<file path="config.mk">
export PLATFORM = sky130hd
export DESIGN_NAME = stop_and_wait_transport
export DESIGN_NICKNAME = d
export VERILOG_FILES = /design/src/rtl/core/swt_pkg.sv /design/src/rtl/core/swt_queue.sv /design/src/rtl/core/swt_ctrl.sv /design/src/rtl/core/swt_out.sv /design/src/rtl/core/stop_and_wait_transport.sv
export VERILOG_INCLUDE_DIRS = /design/src /design/src/rtl/core
export SDC_FILE = /design/constraint.sdc
export NUM_CORES = 1
export LEC_CHECK = 0
export BUFFER_PORTS_ARGS = -buffer_cell sky130_fd_sc_hd__buf_4
export CAP_MARGIN = 20
export CORE_MARGIN = 5
export CORE_UTILIZATION = 63
export CTS_BUF_LIST = sky130_fd_sc_hd__clkbuf_2
export CTS_CLUSTER_DIAMETER = 60
export DETAILED_ROUTE_END_ITERATION = 10
export MAX_ROUTING_LAYER = met4
export PLACE_DENSITY = 0.81
export SLEW_MARGIN = 25
export SYNTH_ARGS = -nofsm -noshare
export SYNTH_HDL_FRONTEND = slang
export SYNTH_SLANG_ARGS = --single-unit
</file>
<file path="constraint.sdc">
create_clock -name clk_i -period 8.55 [get_ports clk_i]
set_input_delay 0.855 -clock clk_i [delete_from_list [all_inputs] [get_ports clk_i]]
set_output_delay 0.855 -clock clk_i [all_outputs]
set_load 0.005 [all_outputs]
</file>
<file path="src/rtl/core/stop_and_wait_transport_defines.svh">
// Assertion macros for the RTL of the transport endpoint; the queue uses them.
// Each macro checks a property on the rising edge of clk_i outside reset.
`ifndef STOP_AND_WAIT_TRANSPORT_DEFINES_SVH
`define STOP_AND_WAIT_TRANSPORT_DEFINES_SVH

// The consequent must hold in the same cycle as the antecedent.
`define SWT_ASSERT_NOW(lbl, ante, cons, msg) \
  lbl: assert property (@(posedge clk_i) disable iff (!rst_ni) (ante) |-> (cons)) \
    else $error(msg);

// The consequent must hold in the cycle after the antecedent.
`define SWT_ASSERT_NEXT(lbl, ante, cons, msg) \
  lbl: assert property (@(posedge clk_i) disable iff (!rst_ni) (ante) |=> (cons)) \
    else $error(msg);

`endif

</file>
<file path="src/rtl/core/swt_pkg.sv">
`timescale 1ns / 1ps

package swt_pkg;

  localparam int QUEUE_DEPTH = 16;
  localparam int QPTR_W = (QUEUE_DEPTH > 1) ? $clog2(QUEUE_DEPTH) : 1;
  localparam int QCNT_W = $clog2(QUEUE_DEPTH + 1);
  localparam int LIM_W = (QCNT_W > 6) ? QCNT_W : 6;

  typedef logic [QPTR_W-1:0] ptr_t;
  typedef logic [QCNT_W-1:0] cnt_t;
  typedef logic [LIM_W-1:0] lim_t;

  localparam ptr_t QPTR_LAST = ptr_t'(QUEUE_DEPTH - 1);
  localparam cnt_t QCNT_FULL = cnt_t'(QUEUE_DEPTH);
  localparam lim_t QLIM_DEPTH = lim_t'(QUEUE_DEPTH);

  localparam logic [7:0] RST_ADDR_HIGH = 8'd255;
  localparam logic [15:0] RST_TIMEOUT = 16'd300;
  localparam logic [5:0] RST_QUEUE_LIMIT = 6'h3F;
  localparam logic [15:0] RST_ACK_BITS = 16'd1;

  typedef enum logic [1:0] {
    OP_TICK  = 2'd0,
    OP_SEND  = 2'd1,
    OP_FRAME = 2'd2,
    OP_NONE  = 2'd3
  } op_e;

  typedef enum logic [1:0] {
    KIND_DATA    = 2'd0,
    KIND_ACK     = 2'd1,
    KIND_DELIVER = 2'd2,
    KIND_DROP    = 2'd3
  } kind_e;

  typedef enum logic [2:0] {
    DROP_NONE       = 3'd0,
    DROP_QUEUE_FULL = 3'd1,
    DROP_BAD_DEST   = 3'd2,
    DROP_NO_PAYLOAD = 3'd3,
    DROP_BIT_ERROR  = 3'd4,
    DROP_NOT_OURS   = 3'd5,
    DROP_BAD_OWN    = 3'd6
  } drop_e;

  typedef enum logic [2:0] {
    CFG_OWN_ADDR      = 3'd0,
    CFG_ADDR_LOW      = 3'd1,
    CFG_ADDR_HIGH     = 3'd2,
    CFG_TIMEOUT_TICKS = 3'd3,
    CFG_QUEUE_LIMIT   = 3'd4,
    CFG_HEADER_BITS   = 3'd5,
    CFG_ACK_BITS      = 3'd6,
    CFG_UP_CONNECTED  = 3'd7
  } cfg_idx_e;

  typedef enum logic [1:0] {
    ITEM_DROP = 2'd0,
    ITEM_DATA = 2'd1,
    ITEM_ACK  = 2'd2
  } item_e;

  typedef struct packed {
    logic [7:0]  own_addr;
    logic [7:0]  addr_low;
    logic [7:0]  addr_high;
    logic [15:0] timeout_ticks;
    logic [5:0]  queue_limit;
    logic [15:0] header_bits;
    logic [15:0] ack_bits;
    logic        up_connected;
  } cfg_t;

  typedef struct packed {
    logic [7:0]  dst;
    logic [31:0] payload;
  } entry_t;

  typedef struct packed {
    logic   push;
    logic   pop;
    entry_t wdata;
  } qreq_t;

  typedef struct packed {
    cnt_t   count;
    entry_t rdata;
  } qstat_t;

  typedef struct packed {
    item_e       code;
    drop_e       reason;
    logic        deliver;
    logic [7:0]  src;
    logic [15:0] seq;
    logic [31:0] payload;
  } item_t;

  typedef struct packed {
    logic [15:0] send_seq;
    logic [15:0] expect_seq;
    entry_t      last;
  } view_t;

  typedef struct packed {
    kind_e       kind;
    logic [15:0] seq;
    logic [7:0]  src;
    logic [7:0]  dst;
    logic [3:0]  hop;
    logic [31:0] payload;
    logic [15:0] bits;
    drop_e       reason;
    logic        last;
  } result_t;

  // Remainder by ten through a reciprocal multiply, exact for 8-bit values.
  function automatic logic [3:0] mod10(input logic [7:0] x);
    logic [15:0] prod;
    logic [7:0]  quot;
    logic [7:0]  tens;
    logic [7:0]  rem;
    prod = {8'd0, x} * 16'd205;
    quot = {3'd0, prod[15:11]};
    tens = quot * 8'd10;
    rem  = x - tens;
    return rem[3:0];
  endfunction

endpackage

</file>
<file path="src/rtl/core/swt_queue.sv">
`timescale 1ns / 1ps
`include "stop_and_wait_transport_defines.svh"

module swt_queue (
  input  logic                clk_i,
  input  logic                rst_ni,
  input  swt_pkg::qreq_t      qreq_i,
  output swt_pkg::qstat_t     qstat_o
);

  swt_pkg::entry_t mem_q [swt_pkg::QUEUE_DEPTH];
  swt_pkg::entry_t rdata_q;
  swt_pkg::ptr_t   head_q, head_d;
  swt_pkg::ptr_t   tail_q, tail_d;
  swt_pkg::cnt_t   count_q, count_d;

  always_ff @(posedge clk_i) begin
    if (qreq_i.push) begin
      mem_q[tail_q] <= qreq_i.wdata;
    end
    if (qreq_i.pop) begin
      rdata_q <= mem_q[head_q];
    end
  end

  always_comb begin
    head_d  = head_q;
    tail_d  = tail_q;
    count_d = count_q;
    if (qreq_i.push) begin
      tail_d  = (tail_q == swt_pkg::QPTR_LAST) ? '0 : tail_q + 1'b1;
      count_d = count_q + 1'b1;
    end else if (qreq_i.pop) begin
      head_d  = (head_q == swt_pkg::QPTR_LAST) ? '0 : head_q + 1'b1;
      count_d = count_q - 1'b1;
    end
  end

  always_ff @(posedge clk_i or negedge rst_ni) begin
    if (!rst_ni) begin
      head_q  <= '0;
      tail_q  <= '0;
      count_q <= '0;
    end else begin
      head_q  <= head_d;
      tail_q  <= tail_d;
      count_q <= count_d;
    end
  end

  assign qstat_o.count = count_q;
  assign qstat_o.rdata = rdata_q;

  `SWT_ASSERT_NOW(a_push_room, qreq_i.push, count_q < swt_pkg::QCNT_FULL, "push into full queue")
  `SWT_ASSERT_NOW(a_pop_nonempty, qreq_i.pop, count_q != '0, "pop from empty queue")
  `SWT_ASSERT_NOW(a_single_op, qreq_i.push, !qreq_i.pop, "push and pop in one cycle")
  `SWT_ASSERT_NEXT(a_pop_count, qreq_i.pop, count_q == $past(count_q) - 1'b1, "pop count slip")

endmodule

</file>
<file path="src/rtl/core/swt_ctrl.sv">
`timescale 1ns / 1ps

module swt_ctrl (
  input  logic                clk_i,
  input  logic                rst_ni,
  input  logic                cfg_we_i,
  input  logic [2:0]          cfg_idx_i,
  input  logic [15:0]         cfg_data_i,
  input  logic                accept_i,
  input  logic [1:0]          operation_i,
  input  logic [7:0]          req_dst_i,
  input  logic                req_has_payload_i,
  input  logic [31:0]         payload_i,
  input  logic                rx_bit_error_i,
  input  logic [7:0]          rx_dst_i,
  input  logic [7:0]          rx_src_i,
  input  logic                rx_is_ack_i,
  input  logic [15:0]         rx_seq_i,
  input  swt_pkg::qstat_t     qstat_i,
  output swt_pkg::qreq_t      qreq_o,
  output logic                item_valid_o,
  output swt_pkg::item_t      item_o,
  output swt_pkg::view_t      view_o,
  output swt_pkg::cfg_t       cfg_o
);

  swt_pkg::cfg_t   cfg_q, cfg_d;
  logic            waiting_q, waiting_d;
  logic [15:0]     send_seq_q, send_seq_d;
  logic [15:0]     expect_seq_q, expect_seq_d;
  logic [15:0]     timer_left_q, timer_left_d;
  logic            armed_q, armed_d;
  swt_pkg::entry_t last_q, last_d;
  logic            last_mem_q, last_mem_d;

  swt_pkg::op_e    op;
  logic            own_bad;
  logic            dst_bad;
  logic            queue_full;
  swt_pkg::lim_t   limit;
  logic [15:0]     next_seq;

  always_comb begin
    cfg_d = cfg_q;
    if (cfg_we_i) begin
      unique case (swt_pkg::cfg_idx_e'(cfg_idx_i))
        swt_pkg::CFG_OWN_ADDR:      cfg_d.own_addr      = cfg_data_i[7:0];
        swt_pkg::CFG_ADDR_LOW:      cfg_d.addr_low      = cfg_data_i[7:0];
        swt_pkg::CFG_ADDR_HIGH:     cfg_d.addr_high     = cfg_data_i[7:0];
        swt_pkg::CFG_TIMEOUT_TICKS: cfg_d.timeout_ticks = cfg_data_i;
        swt_pkg::CFG_QUEUE_LIMIT:   cfg_d.queue_limit   = cfg_data_i[5:0];
        swt_pkg::CFG_HEADER_BITS:   cfg_d.header_bits   = cfg_data_i;
        swt_pkg::CFG_ACK_BITS:      cfg_d.ack_bits      = cfg_data_i;
        swt_pkg::CFG_UP_CONNECTED:  cfg_d.up_connected  = cfg_data_i[0];
      endcase
    end
  end

  assign op       = swt_pkg::op_e'(operation_i);
  assign own_bad  = (cfg_q.own_addr < cfg_q.addr_low) || (cfg_q.own_addr > cfg_q.addr_high);
  assign dst_bad  = (req_dst_i < cfg_q.addr_low) || (req_dst_i > cfg_q.addr_high);
  assign next_seq = expect_seq_q + 16'd1;

  always_comb begin
    if (cfg_q.queue_limit[5]) begin
      limit = swt_pkg::QLIM_DEPTH;
    end else if (swt_pkg::lim_t'(cfg_q.queue_limit) > swt_pkg::QLIM_DEPTH) begin
      limit = swt_pkg::QLIM_DEPTH;
    end else begin
      limit = swt_pkg::lim_t'(cfg_q.queue_limit);
    end
  end

  assign queue_full = swt_pkg::lim_t'(qstat_i.count) >= limit;

  always_comb begin
    waiting_d    = waiting_q;
    send_seq_d   = send_seq_q;
    expect_seq_d = expect_seq_q;
    timer_left_d = timer_left_q;
    armed_d      = armed_q;
    last_d       = last_q;
    last_mem_d   = last_mem_q;
    qreq_o       = '0;
    item_valid_o = 1'b0;
    item_o       = '0;
    item_o.src     = rx_src_i;
    item_o.seq     = rx_seq_i;
    item_o.payload = payload_i;

    if (accept_i && (op != swt_pkg::OP_NONE)) begin
      if (own_bad) begin
        item_valid_o  = 1'b1;
        item_o.code   = swt_pkg::ITEM_DROP;
        item_o.reason = swt_pkg::DROP_BAD_OWN;
      end else begin
        unique case (op)
          swt_pkg::OP_TICK: begin
            if (armed_q) begin
              if (timer_left_q <= 16'd1) begin
                item_valid_o = 1'b1;
                item_o.code  = swt_pkg::ITEM_DATA;
                timer_left_d = cfg_q.timeout_ticks;
                armed_d      = 1'b1;
                waiting_d    = 1'b1;
              end else begin
                timer_left_d = timer_left_q - 16'd1;
              end
            end
          end
          swt_pkg::OP_SEND: begin
            if (dst_bad) begin
              item_valid_o  = 1'b1;
              item_o.code   = swt_pkg::ITEM_DROP;
              item_o.reason = swt_pkg::DROP_BAD_DEST;
            end else if (!req_has_payload_i) begin
              item_valid_o  = 1'b1;
              item_o.code   = swt_pkg::ITEM_DROP;
              item_o.reason = swt_pkg::DROP_NO_PAYLOAD;
            end else if (!waiting_q) begin
              item_valid_o   = 1'b1;
              item_o.code    = swt_pkg::ITEM_DATA;
              send_seq_d     = send_seq_q + 16'd1;
              last_d.dst     = req_dst_i;
              last_d.payload = payload_i;
              last_mem_d     = 1'b0;
              timer_left_d   = cfg_q.timeout_ticks;
              armed_d        = 1'b1;
              waiting_d      = 1'b1;
            end else if (queue_full) begin
              item_valid_o  = 1'b1;
              item_o.code   = swt_pkg::ITEM_DROP;
              item_o.reason = swt_pkg::DROP_QUEUE_FULL;
            end else begin
              qreq_o.push          = 1'b1;
              qreq_o.wdata.dst     = req_dst_i;
              qreq_o.wdata.payload = payload_i;
            end
          end
          swt_pkg::OP_FRAME: begin
            if (rx_bit_error_i) begin
              item_valid_o  = 1'b1;
              item_o.code   = swt_pkg::ITEM_DROP;
              item_o.reason = swt_pkg::DROP_BIT_ERROR;
            end else if (rx_dst_i != cfg_q.own_addr) begin
              item_valid_o  = 1'b1;
              item_o.code   = swt_pkg::ITEM_DROP;
              item_o.reason = swt_pkg::DROP_NOT_OURS;
            end else if (rx_is_ack_i) begin
              if (rx_seq_i == send_seq_q) begin
                armed_d      = 1'b0;
                timer_left_d = '0;
                if (qstat_i.count == '0) begin
                  waiting_d = 1'b0;
                end else begin
                  // The popped entry becomes the kept frame once the read returns.
                  qreq_o.pop   = 1'b1;
                  item_valid_o = 1'b1;
                  item_o.code  = swt_pkg::ITEM_DATA;
                  send_seq_d   = send_seq_q + 16'd1;
                  last_mem_d   = 1'b1;
                  timer_left_d = cfg_q.timeout_ticks;
                  armed_d      = 1'b1;
                  waiting_d    = 1'b1;
                end
              end
            end else if (rx_seq_i == next_seq) begin
              expect_seq_d   = next_seq;
              item_valid_o   = 1'b1;
              item_o.code    = swt_pkg::ITEM_ACK;
              item_o.deliver = cfg_q.up_connected;
            end else if (rx_seq_i <= expect_seq_q) begin
              item_valid_o = 1'b1;
              item_o.code  = swt_pkg::ITEM_ACK;
            end
          end
          default: begin
          end
        endcase
      end
    end
  end

  always_ff @(posedge clk_i or negedge rst_ni) begin
    if (!rst_ni) begin
      cfg_q.own_addr      <= '0;
      cfg_q.addr_low      <= '0;
      cfg_q.addr_high     <= swt_pkg::RST_ADDR_HIGH;
      cfg_q.timeout_ticks <= swt_pkg::RST_TIMEOUT;
      cfg_q.queue_limit   <= swt_pkg::RST_QUEUE_LIMIT;
      cfg_q.header_bits   <= '0;
      cfg_q.ack_bits      <= swt_pkg::RST_ACK_BITS;
      cfg_q.up_connected  <= 1'b1;
      waiting_q           <= 1'b0;
      send_seq_q          <= '0;
      expect_seq_q        <= '0;
      timer_left_q        <= '0;
      armed_q             <= 1'b0;
      last_q              <= '0;
      last_mem_q          <= 1'b0;
    end else begin
      cfg_q        <= cfg_d;
      waiting_q    <= waiting_d;
      send_seq_q   <= send_seq_d;
      expect_seq_q <= expect_seq_d;
      timer_left_q <= timer_left_d;
      armed_q      <= armed_d;
      last_q       <= last_d;
      last_mem_q   <= last_mem_d;
    end
  end

  assign view_o.send_seq   = send_seq_q;
  assign view_o.expect_seq = expect_seq_q;
  assign view_o.last       = last_mem_q ? qstat_i.rdata : last_q;
  assign cfg_o             = cfg_q;

endmodule

</file>
<file path="src/rtl/core/swt_out.sv">
`timescale 1ns / 1ps

module swt_out (
  input  logic                clk_i,
  input  logic                rst_ni,
  input  logic                item_valid_i,
  input  swt_pkg::item_t      item_i,
  input  swt_pkg::view_t      view_i,
  input  swt_pkg::cfg_t       cfg_i,
  input  logic                out_stall_i,
  output logic                in_stall_o,
  output logic                out_valid_o,
  output swt_pkg::result_t    res_o
);

  logic             p_valid_q;
  swt_pkg::item_t   p_item_q;
  logic             p_idx_q;
  logic             o_valid_q;
  swt_pkg::result_t o_res_q;

  swt_pkg::result_t res0;
  swt_pkg::result_t res1;
  swt_pkg::result_t cur;
  logic             two;
  logic             o_free;
  logic             p_move;
  logic             p_done;

  always_comb begin
    res0        = '0;
    res0.kind   = swt_pkg::KIND_DROP;
    res0.reason = p_item_q.reason;
    unique case (p_item_q.code)
      swt_pkg::ITEM_DATA: begin
        res0.kind    = swt_pkg::KIND_DATA;
        res0.seq     = view_i.send_seq;
        res0.src     = cfg_i.own_addr;
        res0.dst     = view_i.last.dst;
        res0.hop     = swt_pkg::mod10(view_i.last.dst);
        res0.payload = view_i.last.payload;
        res0.bits    = cfg_i.header_bits;
        res0.reason  = swt_pkg::DROP_NONE;
      end
      swt_pkg::ITEM_ACK: begin
        res0.kind   = swt_pkg::KIND_ACK;
        res0.seq    = view_i.expect_seq;
        res0.src    = cfg_i.own_addr;
        res0.dst    = p_item_q.src;
        res0.hop    = swt_pkg::mod10(p_item_q.src);
        res0.bits   = cfg_i.ack_bits;
        res0.reason = swt_pkg::DROP_NONE;
      end
      default: begin
      end
    endcase

    res1         = '0;
    res1.kind    = swt_pkg::KIND_DELIVER;
    res1.seq     = p_item_q.seq;
    res1.src     = p_item_q.src;
    res1.dst     = cfg_i.own_addr;
    res1.payload = p_item_q.payload;
    res1.reason  = swt_pkg::DROP_NONE;

    two      = (p_item_q.code == swt_pkg::ITEM_ACK) && p_item_q.deliver;
    cur      = p_idx_q ? res1 : res0;
    cur.last = p_idx_q || !two;
  end

  assign o_free     = !o_valid_q || !out_stall_i;
  assign p_move     = p_valid_q && o_free;
  assign p_done     = p_move && cur.last;
  assign in_stall_o = p_valid_q && !p_done;

  always_ff @(posedge clk_i or negedge rst_ni) begin
    if (!rst_ni) begin
      p_valid_q <= 1'b0;
      p_idx_q   <= 1'b0;
      o_valid_q <= 1'b0;
    end else begin
      if (item_valid_i) begin
        p_valid_q <= 1'b1;
        p_idx_q   <= 1'b0;
      end else if (p_done) begin
        p_valid_q <= 1'b0;
      end else if (p_move) begin
        p_idx_q <= 1'b1;
      end
      if (p_move) begin
        o_valid_q <= 1'b1;
      end else if (!out_stall_i) begin
        o_valid_q <= 1'b0;
      end
    end
  end

  always_ff @(posedge clk_i) begin
    if (item_valid_i) begin
      p_item_q <= item_i;
    end
    if (p_move) begin
      o_res_q <= cur;
    end
  end

  assign out_valid_o = o_valid_q;
  assign res_o       = o_res_q;

endmodule

</file>
<file path="src/rtl/core/stop_and_wait_transport.sv">
// Channel   Direction  Handshake                 Word
// input     in         in_valid_i / in_stall_o   operation and request or frame fields
// output    out        out_valid_o / out_stall_i kind, seq, addresses, payload, reason, last
// config    in         cfg_we_i                  cfg_idx_i, cfg_data_i
//
// One input word is taken per cycle unless the output stalls; a word that yields an ACK
// and a delivery holds the input while the ACK moves, as the output register moves one
// word per cycle. A result passes the pending register, then the output register; the
// memory is read at the accepting edge and the result is formed from its registered data.
// Reset is asynchronous and needs no clearing pass; queue entries are unset until written.
// in_stall_o rises while a formed result cannot move into a stalled output register,
// and for the cycle in which the ACK of an ACK and delivery pair moves.
`timescale 1ns / 1ps

module stop_and_wait_transport (
  input  logic        clk_i,
  input  logic        rst_ni,
  input  logic        in_valid_i,
  output logic        in_stall_o,
  input  logic [1:0]  operation_i,
  input  logic [7:0]  req_dst_i,
  input  logic        req_has_payload_i,
  input  logic [31:0] payload_i,
  input  logic        rx_bit_error_i,
  input  logic [7:0]  rx_dst_i,
  input  logic [7:0]  rx_src_i,
  input  logic        rx_is_ack_i,
  input  logic [15:0] rx_seq_i,
  output logic        out_valid_o,
  input  logic        out_stall_i,
  output logic [1:0]  kind_o,
  output logic [15:0] seq_o,
  output logic [7:0]  src_addr_o,
  output logic [7:0]  dst_addr_o,
  output logic [3:0]  next_hop_o,
  output logic [31:0] out_payload_o,
  output logic [15:0] frame_bits_o,
  output logic [2:0]  drop_reason_o,
  output logic        last_o,
  input  logic        cfg_we_i,
  input  logic [2:0]  cfg_idx_i,
  input  logic [15:0] cfg_data_i
);

  logic             accept;
  swt_pkg::qreq_t   qreq;
  swt_pkg::qstat_t  qstat;
  logic             item_valid;
  swt_pkg::item_t   item;
  swt_pkg::view_t   view;
  swt_pkg::cfg_t    cfg;
  swt_pkg::result_t res;

  assign accept = in_valid_i && !in_stall_o;

  swt_queue u_queue (
    .clk_i   (clk_i),
    .rst_ni  (rst_ni),
    .qreq_i  (qreq),
    .qstat_o (qstat)
  );

  swt_ctrl u_ctrl (
    .clk_i             (clk_i),
    .rst_ni            (rst_ni),
    .cfg_we_i          (cfg_we_i),
    .cfg_idx_i         (cfg_idx_i),
    .cfg_data_i        (cfg_data_i),
    .accept_i          (accept),
    .operation_i       (operation_i),
    .req_dst_i         (req_dst_i),
    .req_has_payload_i (req_has_payload_i),
    .payload_i         (payload_i),
    .rx_bit_error_i    (rx_bit_error_i),
    .rx_dst_i          (rx_dst_i),
    .rx_src_i          (rx_src_i),
    .rx_is_ack_i       (rx_is_ack_i),
    .rx_seq_i          (rx_seq_i),
    .qstat_i           (qstat),
    .qreq_o            (qreq),
    .item_valid_o      (item_valid),
    .item_o            (item),
    .view_o            (view),
    .cfg_o             (cfg)
  );

  swt_out u_out (
    .clk_i        (clk_i),
    .rst_ni       (rst_ni),
    .item_valid_i (item_valid),
    .item_i       (item),
    .view_i       (view),
    .cfg_i        (cfg),
    .out_stall_i  (out_stall_i),
    .in_stall_o   (in_stall_o),
    .out_valid_o  (out_valid_o),
    .res_o        (res)
  );

  assign kind_o        = res.kind;
  assign seq_o         = res.seq;
  assign src_addr_o    = res.src;
  assign dst_addr_o    = res.dst;
  assign next_hop_o    = res.hop;
  assign out_payload_o = res.payload;
  assign frame_bits_o  = res.bits;
  assign drop_reason_o = res.reason;
  assign last_o        = res.last;

endmodule
</file>
# Yosys cells after proc, flatten, opt, wreduce, memory -nomap -nowiden
# Memories as Yosys holds them, arrays and structs flattened. A register that Yosys moved wholly into a read port is not among the register bits.
# Cells that the tools add are included.
[totals]
reg_bits = 338
ram_bits = 640
input_bits = 101
output_inout_bits = 92
word_cells = 253
mem_count = 1
[op_classes]
addsub = 9
multipliers = 4
magnitude_cmp = 8
eq_ne = 29
muxes = 113
bitwise = 10
reduce_logical = 41
[mem_list]
columns = ["name", "depth", "word_bits", "read_ports", "rd_ports_with_merged_regs", "write_ports", "line", "source"]
rows = [
  ["u_queue.mem_q", 16, 40, 1, 1, 1, "swt_queue.sv:11", "swt_pkg::entry_t mem_q [swt_pkg::QUEUE_DEPTH];"],
]
[op_table]
columns = ["op", "n"]
rows = [
  ["$mux 16", 18],
  ["$mux 40", 6],
  ["$mux 88", 1],
  ["$mux 42", 2],
  ["$pmux 38 s2", 1],
  ["$mux 1", 57],
  ["$pmux 16 s3", 1],
  ["$pmux 19 s2", 1],
  ["$reduce_and 11->1", 3],
  ["$add 16x1->16 const B", 2],
  ["$eq 16x16->1", 2],
  ["$mul 8x8->16 const B", 2],
  ["$mux 32", 1],
  ["$pmux 16 s2", 1],
  ["$mux 5", 6],
  ["$reduce_and 2->1", 10],
  ["$ne 2x2->1 const B", 9],
  ["$gt 8x8->1", 2],
  ["$le 16x1->1 const B", 1],
  ["$le 16x16->1", 1],
  ["$lt 8x8->1", 2],
  ["$sub 16x1->16 const B", 1],
  ["$mux 2", 7],
  ["$eq 3x3->1 const B", 4],
  ["other kinds (35)", 73],
]

# Logic depth before layout (Yosys ltp)
[logic_depth]
word_depth = 13
depth_mapped = 22
mapped_depth_nobuf = 22

# Modules after synthesis
# From an unflattened synthesis, not the netlist that was laid out.
[hier_totals]
cells_unflattened = 2822
area_unflattened_um2 = 45265.9
[modules_own_cells]
columns = ["module", "instances", "cells_per_inst", "area_each_um2", "seq_area_each_um2"]
rows = [
  ["swt_queue", 1, 1242, 26802.0, 20744.9],
  ["swt_ctrl", 1, 1002, 10532.6, 4279.1],
  ["swt_out", 1, 577, 7917.6, 4639.4],
  ["stop_and_wait_transport", 1, 1, 13.8, 0.0],
]

# Least setup slack after synthesis
# OpenSTA, ideal clock, no wires.
[synth_path]
path_kind = "input -> register"
from = "input port rx_seq_i[12]"
to = "register u_out.p_item_q[0] (netlist name) (enable)"
setup_ns = 0.576
arrival_time_ns = 6.854
required_ns = 7.974
path_slack_ns = 1.119
path_stages = 7
n_path_buf = 0
path_cell_list = "xor3_1 -> or3_1 -> a21oi_1 -> o31ai_1 -> nor4_4 -> o21ai_1 -> a21boi_0"
[synth_via]
elab_chain_len = 9
word_cells_on_any_way = 12
cone_classes = "order compare (1); eq/ne (2); mux (9)"
[synth_lines]
columns = ["element", "line", "source"]
rows = [
  ["from (decl)", "stop_and_wait_transport.sv:28", "input logic [15:0] rx_seq_i,"],
  ["$le 16x16->1", "swt_ctrl.sv:172", "end else if (rx_seq_i <= expect_seq_q) begin"],
  ["$mux 1", "swt_ctrl.sv:172", ""],
  ["$mux 1", "swt_ctrl.sv:167", "end else if (rx_seq_i == next_seq) begin"],
  ["$mux 1 *", "swt_ctrl.sv:149", "end else if (rx_is_ack_i) begin"],
  ["$mux 1 *", "swt_ctrl.sv:145", "end else if (rx_dst_i != cfg_q.own_addr) begin"],
  ["$mux 1 *", "swt_ctrl.sv:141", "if (rx_bit_error_i) begin"],
  ["$pmux 1 s3 *", "swt_ctrl.sv:97", "unique case (op)"],
  ["$mux 1 *", "swt_ctrl.sv:92", "if (own_bad) begin"],
  ["$mux 1 *", "swt_ctrl.sv:91", "if (accept_i && (op != swt_pkg::OP_NONE)) begin"],
  ["via item_valid", "stop_and_wait_transport.sv:48", "logic item_valid;"],
  ["to (signal assigned)", "swt_out.sv:100", "p_item_q <= item_i;"],
  ["to (decl)", "swt_out.sv:17", "swt_pkg::item_t p_item_q;"],
]
# The timed path passes the listed nets; every way through them passes the cells marked *.
# A chain may end at the register's enable or synchronous reset.

# Worst setup path after layout
[layout_path]
from = "register u_ctrl.last_mem_q"
to = "register u_out.o_res_q (netlist bit u_out.res_o[55]) (data pin)"
[layout_via]
elab_chain_len = 5
[layout_lines]
columns = ["element", "line", "source"]
rows = [
  ["from (decl)", "swt_ctrl.sv:34", "logic last_mem_q, last_mem_d;"],
  ["from (signal assigned)", "swt_ctrl.sv:209", "last_mem_q <= last_mem_d;"],
  ["$mux 40 *", "swt_ctrl.sv:215", "assign view_o.last = last_mem_q ? qstat_i.rdata : last_q;"],
  ["$mul 8x8->16", "swt_pkg.sv:124", "prod = {8'd0, x} * 16'd205;"],
  ["$mul 5x3->3", "swt_pkg.sv:126", "tens = quot * 8'd10;"],
  ["$sub 4x4->4 *", "swt_pkg.sv:127", "rem = x - tens;"],
  ["$pmux 38 s2 *", "swt_out.sv:34", "unique case (p_item_q.code)"],
  ["to (signal assigned)", "swt_out.sv:103", "o_res_q <= cur;"],
  ["to (decl)", "swt_out.sv:20", "swt_pkg::result_t o_res_q;"],
]
# Mark *: on every way between the ends. The rest lies on a longest branch, timed or not.

==> impl_results.md <==
- DRT Pass-1 Iters: 6
- Final Setup Violations: 0
- Final Util: 72.1%
- Routability Congestion: 0.974
- Largest area contributor in the netlist: edfxtp_1
- Area grow syn2layout: 13.7%
- H-tree depth: 4
- Pleak: 18.4 nW
- I/O Buffers: 192
- Vias/cell: 6.34
- First-pass GRT wire length: 169,000 microns
- Worst-margin pin slew: 1.09 ns
- Final net count: 3,343
- TritonCTS buffer count: 235
- Hold Buf Count CTS: 129
- Post-layout worst setup margin: 2.45 ns
- Antenna violations before repair: 5
- Clock Pin Slew Worst Setup and Hold Paths: 0.11 ns
- Cts repair resizes: 0
- Vias in the first global route: 28,200
- Clk buf depth: 3
- Reg-to-Reg End: u_out.res_o[55]$_SDFFCE_PP0P_
- Mapped Area: 44,400 sq um
- CP max-delay cell: dfrtp_2
- R2R depth: 21
- Total congestion overflow: 0
- Final HPWL from detailed placement: 62,700 microns
- Critical-path maximum fanout: 15
- Yosys top cell area share: 56.3%
- Number of core rows: 97
- Die width: 275 microns
- Total setup buffers inserted after CTS: 0
- Count of pins over their slew limit: 0
- CP required: 9.76 ns
- Clk root buf: clkbuf_2
- Worst path cell trace: mux2i_1 > inv_1 > ha_1 > inv_1 > fa_1 > fa_1 > fa_1 > inv_1 > ha_1 > nand4_1 > nor4b_1 > o22ai_1 > xor2_1 > inv_1 > ha_1 > fa_1 > xor2_1 > xnor2_1 > xnor2_1 > and3_1 > o31a_1
- Peak supply drop: 0.162 mV
- Post-synth EDFFs: 832
- Drt drc: 0
- IO Pins: 193
- Largest net degree at the start of global routing: 84
- Tcrit/Tclk final: 71.4%
- Min-Delay Endpoint: u_out.p_item_q[11]$_DFFE_PP_
- Core area: 69,900 sq um
- Unique masters post-synth: 87
- Setup TNS: 0 ns
- WL/cell: 26.7 microns
- Slowest cell delay on critical path: 0.66 ns
- Number of hold violations in the final report: 0
- Synth Net Count: 2,876
- Prevailing post-synth register cell: edfxtp_1
- Class of the worst hold path: in2reg
- Die Span Y: 275 microns
- Pre-CTS setup slack: 2.40 ns
- Synth Instances: 2,609
- Worst reg2reg startpoint: u_ctrl.last_mem_q$_DFFE_PN0P_
- #FFs+latches synth: 1,018
- Crit path DAT: 7.31 ns
- Dpl cells: 3,649
- Ys Warns: 0
- Global-route usage over all layers: 31.0%
- Most frequent cell after synthesis: edfxtp_1
- Post-route ant nets: 0
- Final Cell Area: 50,400 sq um
- Critical path start-end classification: reg2reg
- Share of cells above drive strength 1: 30.9%
- FMAX: 164 MHz
- Top post-synthesis cells by area: edfxtp_1 (56%), mux4_2 (10%), dfrtp_1 (9.4%)
- RSZ-0062 raised after global routing: false
- Hold path start: payload_i[11]
- Rel. slew slack: 27.5%
- Critical Path Start Type: flip-flop
- Hold Path Depth: 2
- Clock skew: 0.132 ns
- Tmin final: 6.10 ns
- Worst R2R Setup Slack: 2.45 ns
- 1st-iter DRT viols: 3,534
- Sequential cell area fraction in the yosys report: 66.9%
- Initial Util: 63.4%
- Status: finished, final reports clean
- Via count: 26,800
- Asr flop ratio synth: 18.3%
- Post-DP Area: 46,800 sq um
- Final std cells w/o fill: 4,233
- CTS tree: built
- Mean Syn Cell Area: 17.0 sq um
- PwrDens: 234 nW/um^2
- Worst skew pair latency: 1.51 ns
- Maxcap violations: 0
- Drt total wl: 113,000 microns
- Num Clock Sinks: 1,018
- Die area: 75,800 sq um
- CP Capture Type: flip-flop
- Post-synth top cells: edfxtp_1 (832), mux4_2 (200), dfrtp_1 (166)
## placed cells by master (no fill, tap or decap), types with 39 or more instances in the layout
cell / Yosys / final
xnor2_1: 59 / 59
o21ai_0: 88 / 88
clkbuf_2: 1 / 359
inv_1: 138 / 138
dlygate4sd3_1: 0 / 128
and3_1: 48 / 48
clkinv_1: 1 / 61
dfrtp_1: 166 / 161
edfxtp_1: 832 / 832
ha_1: 141 / 141
xor2_1: 40 / 40
buf_4: 8 / 226
mux4_2: 200 / 200
nor2_1: 52 / 52
mux2i_1: 39 / 39
mux2_2: 122 / 122
a22oi_1: 43 / 43
nand2_1: 110 / 110
## worst max path at each step
stage,start,endpoint,slack (ns),cells past startpoint
2_1_floorplan,rx_seq_i[12],u_out.p_item_q[0]$_DFFE_PP_,1.12,7
3_3_place_gp,u_ctrl.last_mem_q$_DFFE_PN0P_,u_out.res_o[55]$_SDFFCE_PP0P_,2.46,21
3_5_place_dp,u_ctrl.last_mem_q$_DFFE_PN0P_,u_out.res_o[55]$_SDFFCE_PP0P_,2.40,21
4_1_cts,u_ctrl.last_mem_q$_DFFE_PN0P_,u_out.res_o[55]$_SDFFCE_PP0P_,2.45,21
5_1_grt,u_ctrl.last_mem_q$_DFFE_PN0P_,u_out.res_o[55]$_SDFFCE_PP0P_,2.07,21
6_report,u_ctrl.last_mem_q$_DFFE_PN0P_,u_out.res_o[55]$_SDFFCE_PP0P_,2.45,21
## registers in the layout, summed over array words and instances, names as in the netlist, 4 cells and up
register and cells:
u_queue.mem_q 640, u_out.res_o 90, u_ctrl.cfg_o 79, u_out.p_item_q 62, u_ctrl.last_q 40, u_queue.qstat_o 40
u_ctrl.expect_seq_q 16, u_ctrl.send_seq_q 16, u_ctrl.timer_left_q 16, u_queue.count_q 5, u_queue.head_q 4, u_queue.tail_q 4
## metal layers
metal / global-route usage [%] / routed length [microns] / up-vias
li1: - / - / 11300
met5: - / 0 / -
met3: 6.38 / 10700 / 256
met4: 11.1 / 3420 / 0
met1: 39.5 / 41400 / 13600
met2: 50.4 / 57300 / 1688
## power breakdown
part / leakage [nW] / switching [W] / internal [W] / total [W]
Combinational: 6.89 / 0.00148 / 0.00116 / 0.00264
Sequential: 9.80 / 0.000253 / 0.00577 / 0.00602
Clock: 1.69 / 0.00199 / 0.00115 / 0.00314
## worst max-delay path: cells and delay by family, from the launching register on
kind	cells	cell delay, ns
flops	1	0.66
compound gates	2	0.50
xor+xnor	4	0.68
mux	1	0.49
buf+inv	4	0.33
simple gates	3	0.57
fa+ha+maj	7	2.70
## final cells by class
class	instances	area, sq um
Sequential cell	1018	29700
Fill cell	4330	19500
Multi-Input combinational cell	1321	13700
Timing Repair Buffer	361	3090
Clock buffer	359	1800
Tap cell	940	1180
Inverter	139	522
Clock inverter	86	425
Antenna cell	9	22.5
## metrics by stage
stage | total power, W | hold WS (ns)
after floorplan | 0.00773 | 0.442
after global placement | 0.00855 | 0.467
after detailed placement | 0.00868 | 0.484
after CTS | 0.0118 | 0.000411
after global routing | 0.0125 | 0.0180
final | 0.0118 | 0.108
## cells by family after synthesis
| group | Yosys count | share of synthesized area [%] |
|---|---|---|
| DFF | 1018 | 66.9 |
| AOI/OAI and AO/OA | 275 | 4.08 |
| xor gates and xnor gates | 100 | 2.01 |
| muxes | 363 | 14.2 |
| and+or+nand+nor | 417 | 5.26 |
| buffers and inverters | 270 | 2.46 |
| adders and majority gates | 166 | 5.11 |
No activity file was read; power rests on OpenSTA's default activity.
